`config.mk`:
```
export PLATFORM = sky130hd
export DESIGN_NAME = http_response_header_scanner_unit
export DESIGN_NICKNAME = d
export VERILOG_FILES = /design/src/design/hrsu_pkg.sv /design/src/design/http_response_header_scanner_unit.sv /design/src/design/hrsu_header_scan.sv
export SDC_FILE = /design/constraint.sdc
export NUM_CORES = 1
export LEC_CHECK = 0
export BUFFER_PORTS_ARGS = -buffer_cell sky130_fd_sc_hd__buf_2
export CAP_MARGIN = 20
export CELL_PAD_IN_SITES_DETAIL_PLACEMENT = 2
export CELL_PAD_IN_SITES_GLOBAL_PLACEMENT = 2
export CORE_MARGIN = 2
export CORE_UTILIZATION = 35
export CTS_CLUSTER_SIZE = 30
export DETAILED_ROUTE_END_ITERATION = 16
export GPL_ROUTABILITY_DRIVEN = 1
export MAX_ROUTING_LAYER = met4
export PLACE_DENSITY = 0.73
export REMOVE_ABC_BUFFERS = 1
export SKIP_LAST_GASP = 1
export SYNTH_ARGS = -nofsm -noshare
export SYNTH_HDL_FRONTEND = slang
export SYNTH_HIERARCHICAL = 1
export SYNTH_SLANG_ARGS = --single-unit
```
`constraint.sdc`:
```
create_clock -name clk_i -period 4.6 [get_ports clk_i]
set_input_delay 0.46 -clock clk_i [delete_from_list [all_inputs] [get_ports clk_i]]
set_output_delay 0.46 -clock clk_i [all_outputs]
set_load 0.02 [all_outputs]
```
`src/design/hrsu_pkg.sv`:
```
// ----------------------------------------------------------------------------
// HTTP response header scanner - shared definitions
// Request operation codes, finish codes, byte constants and the status
// struct that passes between the header scanner and the top level.
// ----------------------------------------------------------------------------
`default_nettype none

package hrsu_pkg;

  // Default counter width for the length and body counters
  localparam int unsigned COUNT_WIDTH_DEF = 32;

  // Stream widths
  localparam int unsigned IN_DATA_W  = 8;
  localparam int unsigned IN_USER_W  = 2;
  localparam int unsigned OUT_FIELD_W = 1 + 1 + 32 + 32 + 2;
  localparam int unsigned OUT_DATA_W = ((OUT_FIELD_W + 7) / 8) * 8;
  localparam int unsigned OUT_PAD_W  = OUT_DATA_W - OUT_FIELD_W;

  // Operation carried in tuser of an input request
  typedef enum logic [1:0] {
    OP_BYTE  = 2'd0,
    OP_START = 2'd1,
    OP_CLOSE = 2'd2
  } op_e;

  // Finish status of the current response
  typedef enum logic [1:0] {
    FIN_RUN    = 2'd0,
    FIN_LENGTH = 2'd1,
    FIN_CLOSED = 2'd2
  } fin_e;

  // Byte values the scanner reacts to
  localparam logic [7:0] CH_LF    = 8'h0A;
  localparam logic [7:0] CH_CR    = 8'h0D;
  localparam logic [7:0] CH_TAB   = 8'h09;
  localparam logic [7:0] CH_SPACE = 8'h20;
  localparam logic [7:0] CH_COLON = 8'h3A;
  localparam logic [7:0] CH_ZERO  = 8'h30;
  localparam logic [7:0] CH_NINE  = 8'h39;
  localparam logic [7:0] CH_UP_A  = 8'h41;
  localparam logic [7:0] CH_UP_Z  = 8'h5A;

  // Header scanner status
  typedef struct packed {
    logic in_body;
    logic len_valid;
  } hdr_status_t;

endpackage

`default_nettype wire

```
`src/design/http_response_header_scanner_unit.sv`:
```
// ----------------------------------------------------------------------------
// HTTP response header scanner - top level
// Scans an HTTP response byte stream for Content-Length, finds the start of
// the body, counts body bytes and reports when the response has finished.
// ----------------------------------------------------------------------------
// Output: a status item is registered and appears on the master side in the cycle after its request is accepted.
// Throughput: one request per cycle while the master side is not stalled; all scanning and
//   counting for a byte is combinational between the scan registers and the output register.
// s_axis_tready_o is high whenever the output register is empty or drained in the same cycle.
// Reset: rst_ni (async, active low) returns to line start with no length, zero body
//   count and no finish; a start request does the same.
`default_nettype none

module http_response_header_scanner_unit #(
  parameter int unsigned COUNT_WIDTH = hrsu_pkg::COUNT_WIDTH_DEF
) (
  input  wire logic                            clk_i,
  input  wire logic                            rst_ni,
  // Input requests
  input  wire logic                            s_axis_tvalid_i,
  output logic                                 s_axis_tready_o,
  input  wire logic [hrsu_pkg::IN_DATA_W-1:0]  s_axis_tdata_i,  // [7:0] data_byte
  input  wire logic [hrsu_pkg::IN_USER_W-1:0]  s_axis_tuser_i,  // [1:0] operation
  // Status results
  output logic                                 m_axis_tvalid_o,
  input  wire logic                            m_axis_tready_i,
  // [0] in_body, [1] length_known, [33:2] length_value, [65:34] body_count,
  // [67:66] finish, [71:68] zero
  output logic [hrsu_pkg::OUT_DATA_W-1:0]      m_axis_tdata_o
);

  localparam logic [COUNT_WIDTH-1:0] CountMax = {COUNT_WIDTH{1'b1}};

  // Handshake
  logic accept;
  logic is_byte, is_start, is_close;

  // Scanner interface
  hrsu_pkg::hdr_status_t  hdr_q, hdr_d;
  logic [COUNT_WIDTH-1:0] len_q, len_d;
  logic                   scan_step;

  // Body counter and finish status
  logic [COUNT_WIDTH-1:0] cnt_q, cnt_d, cnt_inc;
  hrsu_pkg::fin_e         fin_q, fin_d;

  // Output register
  logic                              out_valid_q;
  logic [hrsu_pkg::OUT_DATA_W-1:0]   out_data_q;

  assign s_axis_tready_o = !out_valid_q || m_axis_tready_i;
  assign accept          = s_axis_tvalid_i && s_axis_tready_o;

  assign is_byte  = (s_axis_tuser_i == hrsu_pkg::OP_BYTE);
  assign is_start = (s_axis_tuser_i == hrsu_pkg::OP_START);
  assign is_close = (s_axis_tuser_i == hrsu_pkg::OP_CLOSE);

  // Header bytes go to the line machine only while running and not yet in body
  assign scan_step = accept && is_byte && (fin_q == hrsu_pkg::FIN_RUN) && !hdr_q.in_body;

  hrsu_header_scan #(
    .COUNT_WIDTH (COUNT_WIDTH)
  ) u_scan (
    .clk_i      (clk_i),
    .rst_ni     (rst_ni),
    .clear_i    (accept && is_start),
    .step_i     (scan_step),
    .byte_i     (s_axis_tdata_i),
    .status_o   (hdr_q),
    .status_d_o (hdr_d),
    .length_o   (len_q),
    .length_d_o (len_d)
  );

  // Body byte counting and finish detection. The byte that ends the header
  // is not a body byte; the finish test follows each counted body byte.
  assign cnt_inc = (cnt_q == CountMax) ? cnt_q : (cnt_q + COUNT_WIDTH'(1));

  always_comb begin
    cnt_d = cnt_q;
    fin_d = fin_q;
    if (accept) begin
      priority if (is_start) begin
        cnt_d = '0;
        fin_d = hrsu_pkg::FIN_RUN;
      end else if (is_close) begin
        if (fin_q == hrsu_pkg::FIN_RUN) begin
          fin_d = hrsu_pkg::FIN_CLOSED;
        end
      end else if (is_byte && (fin_q == hrsu_pkg::FIN_RUN) && hdr_q.in_body) begin
        cnt_d = cnt_inc;
        if (hdr_q.len_valid && (cnt_inc >= len_q)) begin
          fin_d = hrsu_pkg::FIN_LENGTH;
        end
      end else begin
        // reserved operation, header byte or byte after finish: nothing changes
        cnt_d = cnt_q;
      end
    end
  end

  always_ff @(posedge clk_i or negedge rst_ni) begin
    if (!rst_ni) begin
      cnt_q       <= '0;
      fin_q       <= hrsu_pkg::FIN_RUN;
      out_valid_q <= 1'b0;
    end else begin
      cnt_q <= cnt_d;
      fin_q <= fin_d;
      if (accept) begin
        out_valid_q <= 1'b1;
      end else if (m_axis_tready_i) begin
        out_valid_q <= 1'b0;
      end
    end
  end

  // Status payload: state after the request, counters shown as low 32 bits
  always_ff @(posedge clk_i) begin
    if (accept) begin
      out_data_q <= {{hrsu_pkg::OUT_PAD_W{1'b0}},
                     fin_d,
                     32'(cnt_d),
                     32'(len_d),
                     hdr_d.len_valid,
                     hdr_d.in_body};
    end
  end

  assign m_axis_tvalid_o = out_valid_q;
  assign m_axis_tdata_o  = out_data_q;

endmodule

`default_nettype wire

```
`src/design/hrsu_header_scan.sv`:
```
// ----------------------------------------------------------------------------
// HTTP response header scanner - header line machine
// Tracks line starts, matches "content-length:" in any letter case, skips
// blanks, accumulates the decimal length and detects the blank line that
// opens the body. Holds the scan state and the length register.
// ----------------------------------------------------------------------------
`default_nettype none

module hrsu_header_scan #(
  parameter int unsigned COUNT_WIDTH = hrsu_pkg::COUNT_WIDTH_DEF
) (
  input  wire logic                     clk_i,
  input  wire logic                     rst_ni,
  input  wire logic                     clear_i,    // start of a new response
  input  wire logic                     step_i,     // header byte to scan
  input  wire logic [7:0]               byte_i,
  output hrsu_pkg::hdr_status_t         status_o,   // current status
  output hrsu_pkg::hdr_status_t         status_d_o, // status after this cycle
  output logic      [COUNT_WIDTH-1:0]   length_o,
  output logic      [COUNT_WIDTH-1:0]   length_d_o
);

  typedef enum logic [4:0] {
    SC_BOL     = 5'd0,
    SC_TEXT    = 5'd1,
    SC_LF      = 5'd2,
    SC_CR      = 5'd3,
    SC_CRLF    = 5'd4,
    SC_CRLFCR  = 5'd5,
    SC_MATCH1  = 5'd6,
    SC_MATCH2  = 5'd7,
    SC_MATCH3  = 5'd8,
    SC_MATCH4  = 5'd9,
    SC_MATCH5  = 5'd10,
    SC_MATCH6  = 5'd11,
    SC_MATCH7  = 5'd12,
    SC_MATCH8  = 5'd13,
    SC_MATCH9  = 5'd14,
    SC_MATCH10 = 5'd15,
    SC_MATCH11 = 5'd16,
    SC_MATCH12 = 5'd17,
    SC_MATCH13 = 5'd18,
    SC_MATCH14 = 5'd19,
    SC_COLON   = 5'd20,
    SC_SPACE   = 5'd21,
    SC_DIGITS  = 5'd22,
    SC_BODY    = 5'd23
  } scan_e;

  // Header name, lower case; element 0 holds the first letter
  localparam logic [13:0][7:0] HdrName = "htgnel-tnetnoc";

  scan_e                  state_q, state_d;
  logic [COUNT_WIDTH-1:0] len_q, len_d;
  logic                   lv_q, lv_d;

  logic [7:0]             lc;
  logic                   is_digit;
  logic [3:0]             digit;
  logic [3:0]             match_idx;
  logic                   line_start;
  logic [COUNT_WIDTH+3:0] len_x10;

  always_comb begin
    lc         = ((byte_i >= hrsu_pkg::CH_UP_A) && (byte_i <= hrsu_pkg::CH_UP_Z)) ?
                 (byte_i | 8'h20) : byte_i;
    is_digit   = (byte_i >= hrsu_pkg::CH_ZERO) && (byte_i <= hrsu_pkg::CH_NINE);
    digit      = 4'(byte_i - hrsu_pkg::CH_ZERO);
    // next letter to match: state MATCHn expects letter n (0-based)
    match_idx  = 4'(state_q - SC_MATCH1) + 4'd1;
    line_start = (state_q == SC_BOL) || (state_q == SC_LF) || (state_q == SC_CR) ||
                 (state_q == SC_CRLF) || (state_q == SC_CRLFCR);
    // len*10 + digit; any bit at or above bit COUNT_WIDTH means saturation
    len_x10    = {1'b0, len_q, 3'b000} + {3'b000, len_q, 1'b0} +
                 {{COUNT_WIDTH{1'b0}}, digit};
  end

  always_comb begin
    state_d = state_q;
    len_d   = len_q;
    lv_d    = lv_q;
    if (step_i) begin
      priority if (line_start) begin
        priority if (byte_i == hrsu_pkg::CH_LF) begin
          if (state_q == SC_BOL) begin
            state_d = SC_LF;
          end else if (state_q == SC_CR) begin
            state_d = SC_CRLF;
          end else begin
            state_d = SC_BODY;
          end
        end else if (byte_i == hrsu_pkg::CH_CR) begin
          if ((state_q == SC_BOL) || (state_q == SC_LF)) begin
            state_d = SC_CR;
          end else if (state_q == SC_CRLF) begin
            state_d = SC_CRLFCR;
          end else begin
            state_d = SC_BODY;
          end
        end else if (lc == HdrName[0]) begin
          state_d = SC_MATCH1;
        end else begin
          state_d = SC_TEXT;
        end
      end else if (state_q == SC_BODY) begin
        state_d = SC_BODY;
      end else if ((state_q >= SC_MATCH1) && (state_q < SC_MATCH14) &&
                   (lc == HdrName[match_idx])) begin
        state_d = scan_e'(state_q + 5'd1);
      end else if ((state_q == SC_MATCH14) && (byte_i == hrsu_pkg::CH_COLON)) begin
        state_d = SC_COLON;
      end else if (((state_q == SC_COLON) || (state_q == SC_SPACE)) &&
                   ((byte_i == hrsu_pkg::CH_SPACE) || (byte_i == hrsu_pkg::CH_TAB))) begin
        state_d = SC_SPACE;
      end else if (is_digit && (state_q == SC_SPACE)) begin
        // first digit replaces any earlier length
        len_d   = COUNT_WIDTH'(digit);
        lv_d    = 1'b1;
        state_d = SC_DIGITS;
      end else if (is_digit && (state_q == SC_DIGITS)) begin
        len_d = (len_x10[COUNT_WIDTH+3:COUNT_WIDTH] != 4'd0) ?
                {COUNT_WIDTH{1'b1}} : len_x10[COUNT_WIDTH-1:0];
      end else if (byte_i == hrsu_pkg::CH_LF) begin
        state_d = SC_LF;
      end else if (byte_i == hrsu_pkg::CH_CR) begin
        state_d = SC_CR;
      end else begin
        state_d = SC_TEXT;
      end
    end
    if (clear_i) begin
      state_d = SC_BOL;
      len_d   = '0;
      lv_d    = 1'b0;
    end
  end

  always_ff @(posedge clk_i or negedge rst_ni) begin
    if (!rst_ni) begin
      state_q <= SC_BOL;
      len_q   <= '0;
      lv_q    <= 1'b0;
    end else begin
      state_q <= state_d;
      len_q   <= len_d;
      lv_q    <= lv_d;
    end
  end

  assign status_o.in_body     = (state_q == SC_BODY);
  assign status_o.len_valid   = lv_q;
  assign status_d_o.in_body   = (state_d == SC_BODY);
  assign status_d_o.len_valid = lv_d;
  assign length_o             = len_q;
  assign length_d_o           = len_d;

endmodule

`default_nettype wire
```
# Word level (Yosys, flattened, before mapping)
# Memories as Yosys holds them, arrays and structs flattened.
# Cells that the tools add are included.
# word_totals
word_cells	124
mem_count	1
output_inout_bits	74
reg_bits	141
input_bits	14
mem_bits_ro	128
# memory_table
name	words	width	read_ports	rd_ports_with_merged_regs	write_ports	line_no	text
(name not given)	16	8	1	0	0	hrsu_header_scan.sv:108	(lc == HdrName[match_idx])) begin
# op_classes
n_addsub	7
eq_ne	20
n_reduce_logical	30
magnitude_cmp	8
mux	51
# op_table
operator	count
32-bit two-way mux	15
5-bit two-way mux	16
35-bit by 33-bit adder with 36-bit output	1
36-bit by 4-bit adder with 36-bit output	1
32-bit by 1-bit adder with 32-bit output, second input constant	1
32-bit equality test, second input constant	1
32-bit >= comparator	1
5-bit equality test, second input constant	6
8-bit by 4-bit equality test with 1-bit output, second input constant	3
8-bit by 6-bit equality test with 1-bit output, second input constant	2
1-bit logical AND	16
2-bit two-way mux	7
5-bit by 2-bit equality test with 1-bit output, second input constant	2
5-bit by 3-bit equality test with 1-bit output, second input constant	2
1-bit two-way mux	10
8-bit by 7-bit equality test with 1-bit output, second input constant	1
8-bit equality test	1
8-bit by 6-bit >= comparator with 1-bit output, second input constant	1
8-bit by 7-bit >= comparator with 1-bit output, second input constant	1
8-bit by 6-bit <= comparator with 1-bit output, second input constant	1
8-bit by 7-bit <= comparator with 1-bit output, second input constant	1
8-bit two-way mux	1
1-bit logical OR	7
6-bit two-way mux	1
15 further kinds	17

# Logic depth before layout (Yosys ltp)
# Gate-level depths: netlist of run 1.
# logic_depth
word_depth	13
mapped_depth	18
ltp_nobuf	14

# Cells and area by module
# Netlist of run 1, hierarchy kept.
# modules_own_cells
module	n_inst	cells_each	area_per_inst_um2	seq_area_each_um2
http_response_header_scanner_unit	1	502	5479.0	2917.8
hrsu_header_scan	1	664	5337.6	950.9

# Worst setup path before layout of run 1
# OpenSTA, ideal clock, no wires.
# synth_path
path_type	input to register
from	input m_axis_tready_i
to	register out_data_q (netlist bit m_axis_tdata_o[23]), data pin
slack_ps	-274
t_arrival_ps	4614
path_stages	12
required_ps	4340
setup_time_ps	260
n_path_buf	4
path_cell_list	nand2b_1 -> nand2_1 -> inv_1 -> clkbuf_1 -> and3_1 -> clkbuf_1 -> nand2_1 -> o21ba_4 -> buf_6 -> buf_12 -> a211oi_2 -> nor3_2
# synth_between
elab_chain_len	7
word_cells_on_any_way	8
classes_between	mux: 2; reduce/logical: 6
# synth_rtl
element	line_no	text
start: declaration	http_response_header_scanner_unit.sv:26	input wire logic m_axis_tready_i,
1-bit logical OR	http_response_header_scanner_unit.sv:51	assign s_axis_tready_o = !out_valid_q || m_axis_tready_i;
1-bit logical AND	http_response_header_scanner_unit.sv:52	assign accept = s_axis_tvalid_i && s_axis_tready_o;
named net accept	http_response_header_scanner_unit.sv:35	logic accept;
1-bit logical AND (3 in series)	http_response_header_scanner_unit.sv:59	assign scan_step = accept && is_byte && (fin_q == hrsu_pkg::FIN_RUN) && !hdr_q.in_body;
named net scan_step	http_response_header_scanner_unit.sv:41	logic scan_step;
32-bit two-way mux	hrsu_header_scan.sv:82	if (step_i) begin
32-bit two-way mux	hrsu_header_scan.sv:131	if (clear_i) begin
named net len_d[21]	http_response_header_scanner_unit.sv:40	logic [COUNT_WIDTH-1:0] len_q, len_d;
end signal: assignment	http_response_header_scanner_unit.sv:121	out_data_q <= {{hrsu_pkg::OUT_PAD_W{1'b0}},
end: declaration	http_response_header_scanner_unit.sv:49	logic [hrsu_pkg::OUT_DATA_W-1:0] out_data_q;
# The timed path passes the listed nets, and every way through them passes these cells.
# A chain may end at the register's enable or synchronous reset.

# Final worst setup path of run 1
# layout_path
from	register u_scan.len_q[0] (netlist: u_scan/length_o[0])
to	register out_data_q (netlist bit m_axis_tdata_o[18]), data pin
# layout_between
elab_chain_len	13
# layout_rtl
element	line_no	text
start: declaration	hrsu_header_scan.sv:54	logic [COUNT_WIDTH-1:0] len_q, len_d;
start signal: assignment	hrsu_header_scan.sv:145	len_q <= len_d;
35-bit by 33-bit adder with 36-bit output *	hrsu_header_scan.sv:74	len_x10 = {1'b0, len_q, 3'b000} + {3'b000, len_q, 1'b0} +
36-bit by 4-bit adder with 36-bit output *	hrsu_header_scan.sv:74	
4-bit nonzero test	hrsu_header_scan.sv:121	len_d = (len_x10[COUNT_WIDTH+3:COUNT_WIDTH] != 4'd0) ?
32-bit two-way mux *	hrsu_header_scan.sv:121	
32-bit two-way mux *	hrsu_header_scan.sv:120	end else if (is_digit && (state_q == SC_DIGITS)) begin
32-bit two-way mux *	hrsu_header_scan.sv:115	end else if (is_digit && (state_q == SC_SPACE)) begin
32-bit two-way mux *	hrsu_header_scan.sv:112	end else if (((state_q == SC_COLON) || (state_q == SC_SPACE)) &&
32-bit two-way mux *	hrsu_header_scan.sv:110	end else if ((state_q == SC_MATCH14) && (byte_i == hrsu_pkg::CH_COLON)) begin
32-bit two-way mux *	hrsu_header_scan.sv:107	end else if ((state_q >= SC_MATCH1) && (state_q < SC_MATCH14) &&
32-bit two-way mux *	hrsu_header_scan.sv:105	end else if (state_q == SC_BODY) begin
32-bit two-way mux *	hrsu_header_scan.sv:83	priority if (line_start) begin
32-bit two-way mux *	hrsu_header_scan.sv:82	
32-bit two-way mux *	hrsu_header_scan.sv:131	
named net len_d[16]	http_response_header_scanner_unit.sv:40	
# The timed path passes the listed nets; every way through them passes the cells marked *.

==> metrics.txt, run 1 <==
outcome=complete, no violations; Final Max Tran Viols=0; Final #Nets=1349; 1st-iter DRT viols=415; Die W=180 um; clock skew=10.7 ps; clock power share=0.474; Via density=5.86; Yosys reg bits=141; Die Y-Extent=180 um; Worst setup startpoint=u_scan/length_o[0]; largest net degree at the start of global routing=72; Worst Setup Start Kind=flop; vias=9611; Hold WC Path Type=in2async; Util after Layout=0.399; Leak=5.47 nW; share of cells above drive strength 1=0.155; max_cap viols=0; Largest stage delay, worst path=590 ps; Seq pwr share=0.448; worst slack at placement=205 ps; synth unique cells=97; clock-pin slew of the registers on the worst-case setup and hold paths=70 ps; gr ovfl total=0; CTS Root Cell=clkbuf_16; H-tree depth=4; RR Endpoint=m_axis_tdata_o[18]; vias in the first global route=10500; die area=32300 um2; Relative slew margins=0.311; Post-Synthesis Cells=1166; Avg WL per Cell=22.7 um; initial antenna violation count=1; FFs w/ async S/R, synth=0.518; TritonCTS clock tree=done; total power draw=3.04 mW; number of core rows=64; first drt pass iteration count=5; P per Cell Area=250 nW/um2; setup bufs post-CTS=0; DRC=0; clock buffer depth=2; Yosys Warn Count=6; area leader, netlist=edfxtp_1; minimum clock period=4270 ps; internal power=2.28 mW; clk sinks=141; final WL=37200 um; slew of the pin with the lowest slew margin=1030 ps; placed instance area=11600 um2; synthesis-to-layout area growth=12.4%; post-placement cell count=1606; peak supply drop=0.000178 V; # setup viols final=0; RR Startpoint=u_scan/length_o[0]; Final HPWL DP=28100 um; Comb pwr share=0.078; crit-path cells=fa_1, inv_1, fa_1, nand2b_1, a21o_1, a31o_2, o31ai_1, o21ai_0, a211oi_1, o2111ai_2, buf_4, a211oi_1, nor3_1; cell area after layout=12200 um2; CP Max Fanout=13; # IOs=88; Critical Path RT=4730 ps; critical setup path kind=reg2reg; R2R depth=13; Synth area leaders=edfxtp_1 19%, dfrtp_1 17%, ha_1 12%; GPL Wtd Cong=0.880; mapped cell area=10800 um2; # resized after CTS=0; Fmax achieved=0.234 GHz; Post-CTS Hold Buffers=0; slowest stage cell, crit path=fa_1; post-synth top area share=0.189; Initial Utilization=0.355; Core ar.=30500 um2; Switch Pwr=769 uW; FF-to-FF setup slack=330 ps; worst setup path endpoint=m_axis_tdata_o[18]; setup TNS=0 ps; sequential fraction of the synthesis area=0.358; Fin. Hold Viols=0; Sw Ratio=0.253; PnR worst setup slack=330 ps; fin cells=1639; first-pass GRT wire length=59500 um; RSZ-0062 raised after global routing=false; Avg Inst Size Synth=9.28 um2; antenna-violating nets left=0; most frequent cells in the layout=111 x nand2_1, 104 x ha_1, 89 x a21oi_1, 82 x buf_2, 73 x dfrtp_1; GRT Total Usage=0.239; TritonCTS buffer count=17; Fillers=3392; Arr. time, crit path=4400 ps; commonest non-fill, non-tap cell in the layout=nand2_1; WHS=21.4 ps; final worst-path cycle share=0.928; Post-synth EDFFs=68; Critical Path Sink Type=flop; insertion delay to the later sink of the worst-skew pair=440 ps; Port Buffer Count=83; Post-synth top flop=dfrtp_1
-- how the worst min path moves through the flow --
stage | start | to | slack [ps] | cells past startpoint
after global placement | rst_ni | u_scan/length_o[29] | 500 | 1
after global routing | rst_ni | u_scan/length_o[25] | 60 | 1
after detailed placement | rst_ni | u_scan/length_o[29] | 500 | 1
after CTS | rst_ni | u_scan/length_o[25] | 30 | 1
after floorplan | rst_ni | cnt_q[0] | 160 | 0
final | rst_ni | u_scan/length_o[25] | 20 | 1
-- synth_stat cells (6+ instances only) --
library cell and count:
nand2_1 111, ha_1 104, a21oi_1 89, dfrtp_1 73
edfxtp_1 68, nor2_1 59, inv_1 56, o21ai_0 48
nor3_1 37, nand3_1 33, xor2_1 29, xnor2_1 28
a31oi_1 24, buf_2 24, and3_1 23, clkbuf_1 23
nand4_1 23, o211ai_1 20, a21o_1 16, nand2b_1 16
and2_1 15, a211oi_1 14, o221ai_1 13, nor4_1 12
buf_4 11, o21a_1 10, a31o_2 7, and4_1 7
o22ai_1 7, or3_1 7, a211oi_2 6, a41oi_1 6
nor2b_1 6, nor3_2 6
-- cell families after synthesis --
group	share of synthesized area
simple gates	0.190
xor+xnor	0.0477
mux	0.00879
compound gates	0.216
buf+inv	0.0553
other cells	0.000347
flops	0.358
fa+ha+maj	0.124
-- layer usage --
layer | part of all wire | up-vias | global-route usage | routed length (um)
met5 | 0 | - | - | 0
met4 | 0.027 | 0 | 0.0745 | 988
met3 | 0.025 | 63 | 0.0328 | 945
met2 | 0.50 | 163 | 0.404 | 18600
met1 | 0.45 | 4883 | 0.296 | 16700
li1 | - | 4502 | - | -
-- worst max-delay path: cells and delay by family (launching register included) --
| kind | cells | cell delay (ps) |
|---|---|---|
| AO/OA/AOI/OAI | 7 | 1850 |
| adder cells (fa/ha/maj) | 2 | 1010 |
| buffers and inverters | 2 | 320 |
| flip-flops | 1 | 470 |
| AND/OR/NAND/NOR | 2 | 290 |
-- cell type report --
| type | instances | area [um2] | area share |
|---|---|---|---|
| clock inverters | 13 | 165 | 0.0136 |
| clock buffers | 19 | 433 | 0.0356 |
| multi-input cells | 903 | 6370 | 0.524 |
| well taps | 396 | 495 | 0.0407 |
| diodes | 1 | 2.50 | 0.000206 |
| flip-flops and latches | 141 | 3870 | 0.318 |
| inverters | 57 | 215 | 0.0177 |
| repair buffers | 109 | 613 | 0.0504 |
-- state kept, by name, indices dropped and copies added, names as in the netlist --
signal,count
fin_q,2
m_axis_tdata_o,68
cnt_q,32
u_scan/length_o,32
m_axis_tvalid_o,1
u_scan/state_q,5
u_scan/lv_q,1
-- power by group through the flow --
stage	logic [mW]	registers, mW	clock network, mW
floorplan	0.0975	1.42	0
global placement	0.237	1.39	0
detailed placement	0.242	1.39	0
CTS	0.242	1.36	1.47
global route	0.261	1.37	1.52
finish	0.239	1.36	1.44
No activity file was read; power rests on OpenSTA's default activity.
==> run 2: changes to the inputs <==
- CORE_UTILIZATION: 35 -> 30
- PLACE_DENSITY: 0.73 -> 0.64
==> run 2 against run 1 <==
Net effect: sequential power about the same; global-route usage is 3.0 points lower; final cell count grew 4.1%; clock skew increased by 3.8 ps; count of clock-buffer cells in the layout decreased by 2; clock power barely moved; cell area grew 0.72%; worst hold slack improved by 95 ps; largest power group unchanged.
==> metrics.txt, run 2 (same netlist as run 1, synthesis figures left out) <==
first drt pass iteration count=4; setup TNS=0 ps; clock-pin slew of the registers on the worst-case setup and hold paths=80 ps; Comb pwr share=0.080; DRC=0; Arr. time, crit path=4540 ps; # resized after CTS=0; clock skew=14.5 ps; Leak=5.47 nW; post-placement cell count=1673; largest net degree at the start of global routing=54; CTS Root Cell=clkbuf_16; TritonCTS buffer count=17; die area=37600 um2; Critical Path Sink Type=flop; Critical Path RT=4780 ps; antenna-violating nets left=0; TritonCTS clock tree=done; clock power share=0.470; cell mode on critical path=fa_1; setup bufs post-CTS=0; placed instance area=11700 um2; Via density=5.61; Final Max Tran Viols=0; clock buffer depth=2; final WL=37900 um; Avg WL per Cell=22.2 um; initial antenna violation count=1; worst slack at placement=99.1 ps; commonest non-fill, non-tap cell in the layout=nand2_1; max FFs per register=68; # IOs=88; max_cap viols=0; outcome=complete, no violations; Worst Setup Start Kind=flop; clk sinks=141; Fillers=3991; crit-path cells=fa_1, inv_1, fa_1, nand2b_1, a21o_1, a31o_2, o31ai_1, o21ai_0, a21oi_1, o2111ai_1, buf_4, o221ai_1, nand2_1; number of core rows=69; CP bufs+invs=2; fin cells=1707; gr ovfl total=0; RSZ-0062 raised after global routing=false; Sw Ratio=0.278; Initial Utilization=0.304; GRT Total Usage=0.209; critical setup path kind=reg2reg; Seq pwr share=0.450; Die W=194 um; Final #Nets=1352; share of cells above drive strength 1=0.159; vias=9573; final worst-path cycle share=0.947; 1st-iter DRT viols=376; Hold WC Path Type=in2async; Largest stage delay, worst path=570 ps; # setup viols final=0; internal power=2.18 mW; peak supply drop=0.000152 V; Relative slew margins=0.282; CP Max Fanout=5; Post-CTS Hold Buffers=0; insertion delay to the later sink of the worst-skew pair=450 ps; Die Y-Extent=194 um; WHS=116 ps; Final HPWL DP=28400 um; synthesis-to-layout area growth=13.2%; Port Buffer Count=83; most frequent cells in the layout=111 x nand2_1, 104 x ha_1, 89 x a21oi_1, 82 x buf_2, 73 x dfrtp_1; Fin. Hold Viols=0; vias in the first global route=10200; cell area after layout=12200 um2; Switch Pwr=840 uW; first-pass GRT wire length=59900 um; Top delay family on crit path=compound AO/OA/AOI/OAI gates; minimum clock period=4360 ps; slowest stage cell, crit path=fa_1; PnR worst setup slack=245 ps; P per Cell Area=247 nW/um2; R2R depth=13; Fmax achieved=0.230 GHz; GPL Wtd Cong=0.829; Core ar.=35600 um2; slew of the pin with the lowest slew margin=1080 ps; H-tree depth=4; CP Depth=13
run 2: cell count changes in the layout (fill, tap and decap cells not counted), sizes merged:
| cell | before | now |
|---|---|---|
| clkinvlp | 2 | 3 |
| bufinv | 3 | 1 |
| buf | 109 | 111 |
| inv | 60 | 63 |
| clkbuf | 19 | 18 |
run 2: cell type report:
cell class | count | area [um2] | area share
clock buffers | 17 | 425 | 0.0347
clock inverters | 15 | 156 | 0.0128
well taps | 461 | 577 | 0.0471
inverters | 57 | 215 | 0.0176
multi-input cells | 903 | 6370 | 0.520
repair buffers | 112 | 636 | 0.0519
diodes | 1 | 2.50 | 0.000204
flip-flops and latches | 141 | 3870 | 0.316
run 2: routing by layer:
metal	GRT usage	part of all wire
met5	-	0
met4	0.0620	0.021
met3	0.0250	0.022
met2	0.353	0.50
met1	0.263	0.46
run 2: power by group through the flow:
stage / sequential, mW / clock, mW / combinational (mW)
finish: 1.36 / 1.42 / 0.241
global route: 1.36 / 1.50 / 0.264
CTS: 1.36 / 1.45 / 0.247
detailed placement: 1.39 / 0 / 0.245
global placement: 1.39 / 0 / 0.241
floorplan: 1.42 / 0 / 0.0975
run 2: final timing paths:
check | slack, ps | to | start
max in group asynchronous | 3600 | cnt_q[26] | rst_ni
max | 240 | m_axis_tdata_o[8] | u_scan/length_o[0]
min | 120 | u_scan/length_o[19] | rst_ni
min reg2reg | 580 | u_scan/lv_q | u_scan/lv_q
max reg2reg | 240 | m_axis_tdata_o[8] | u_scan/length_o[0]
min in group clk_i | 320 | m_axis_tvalid_o | s_axis_tvalid_i
run 2: metrics by stage:
stage	util	total power, mW
finish	0.344	3.02
global route	0.344	3.13
CTS	0.344	3.06
detailed placement	0.328	1.63
global placement	0.328	1.63
floorplan	-	1.52
run 2: worst register-to-register path: cells and delay by family (launching register included):
family | cells | cell delay, ps
buffers and inverters | 2 | 420
AOI/OAI and AO/OA | 7 | 1910
DFF | 1 | 460
adders and majority gates | 2 | 1010
and+or+nand+nor | 2 | 290
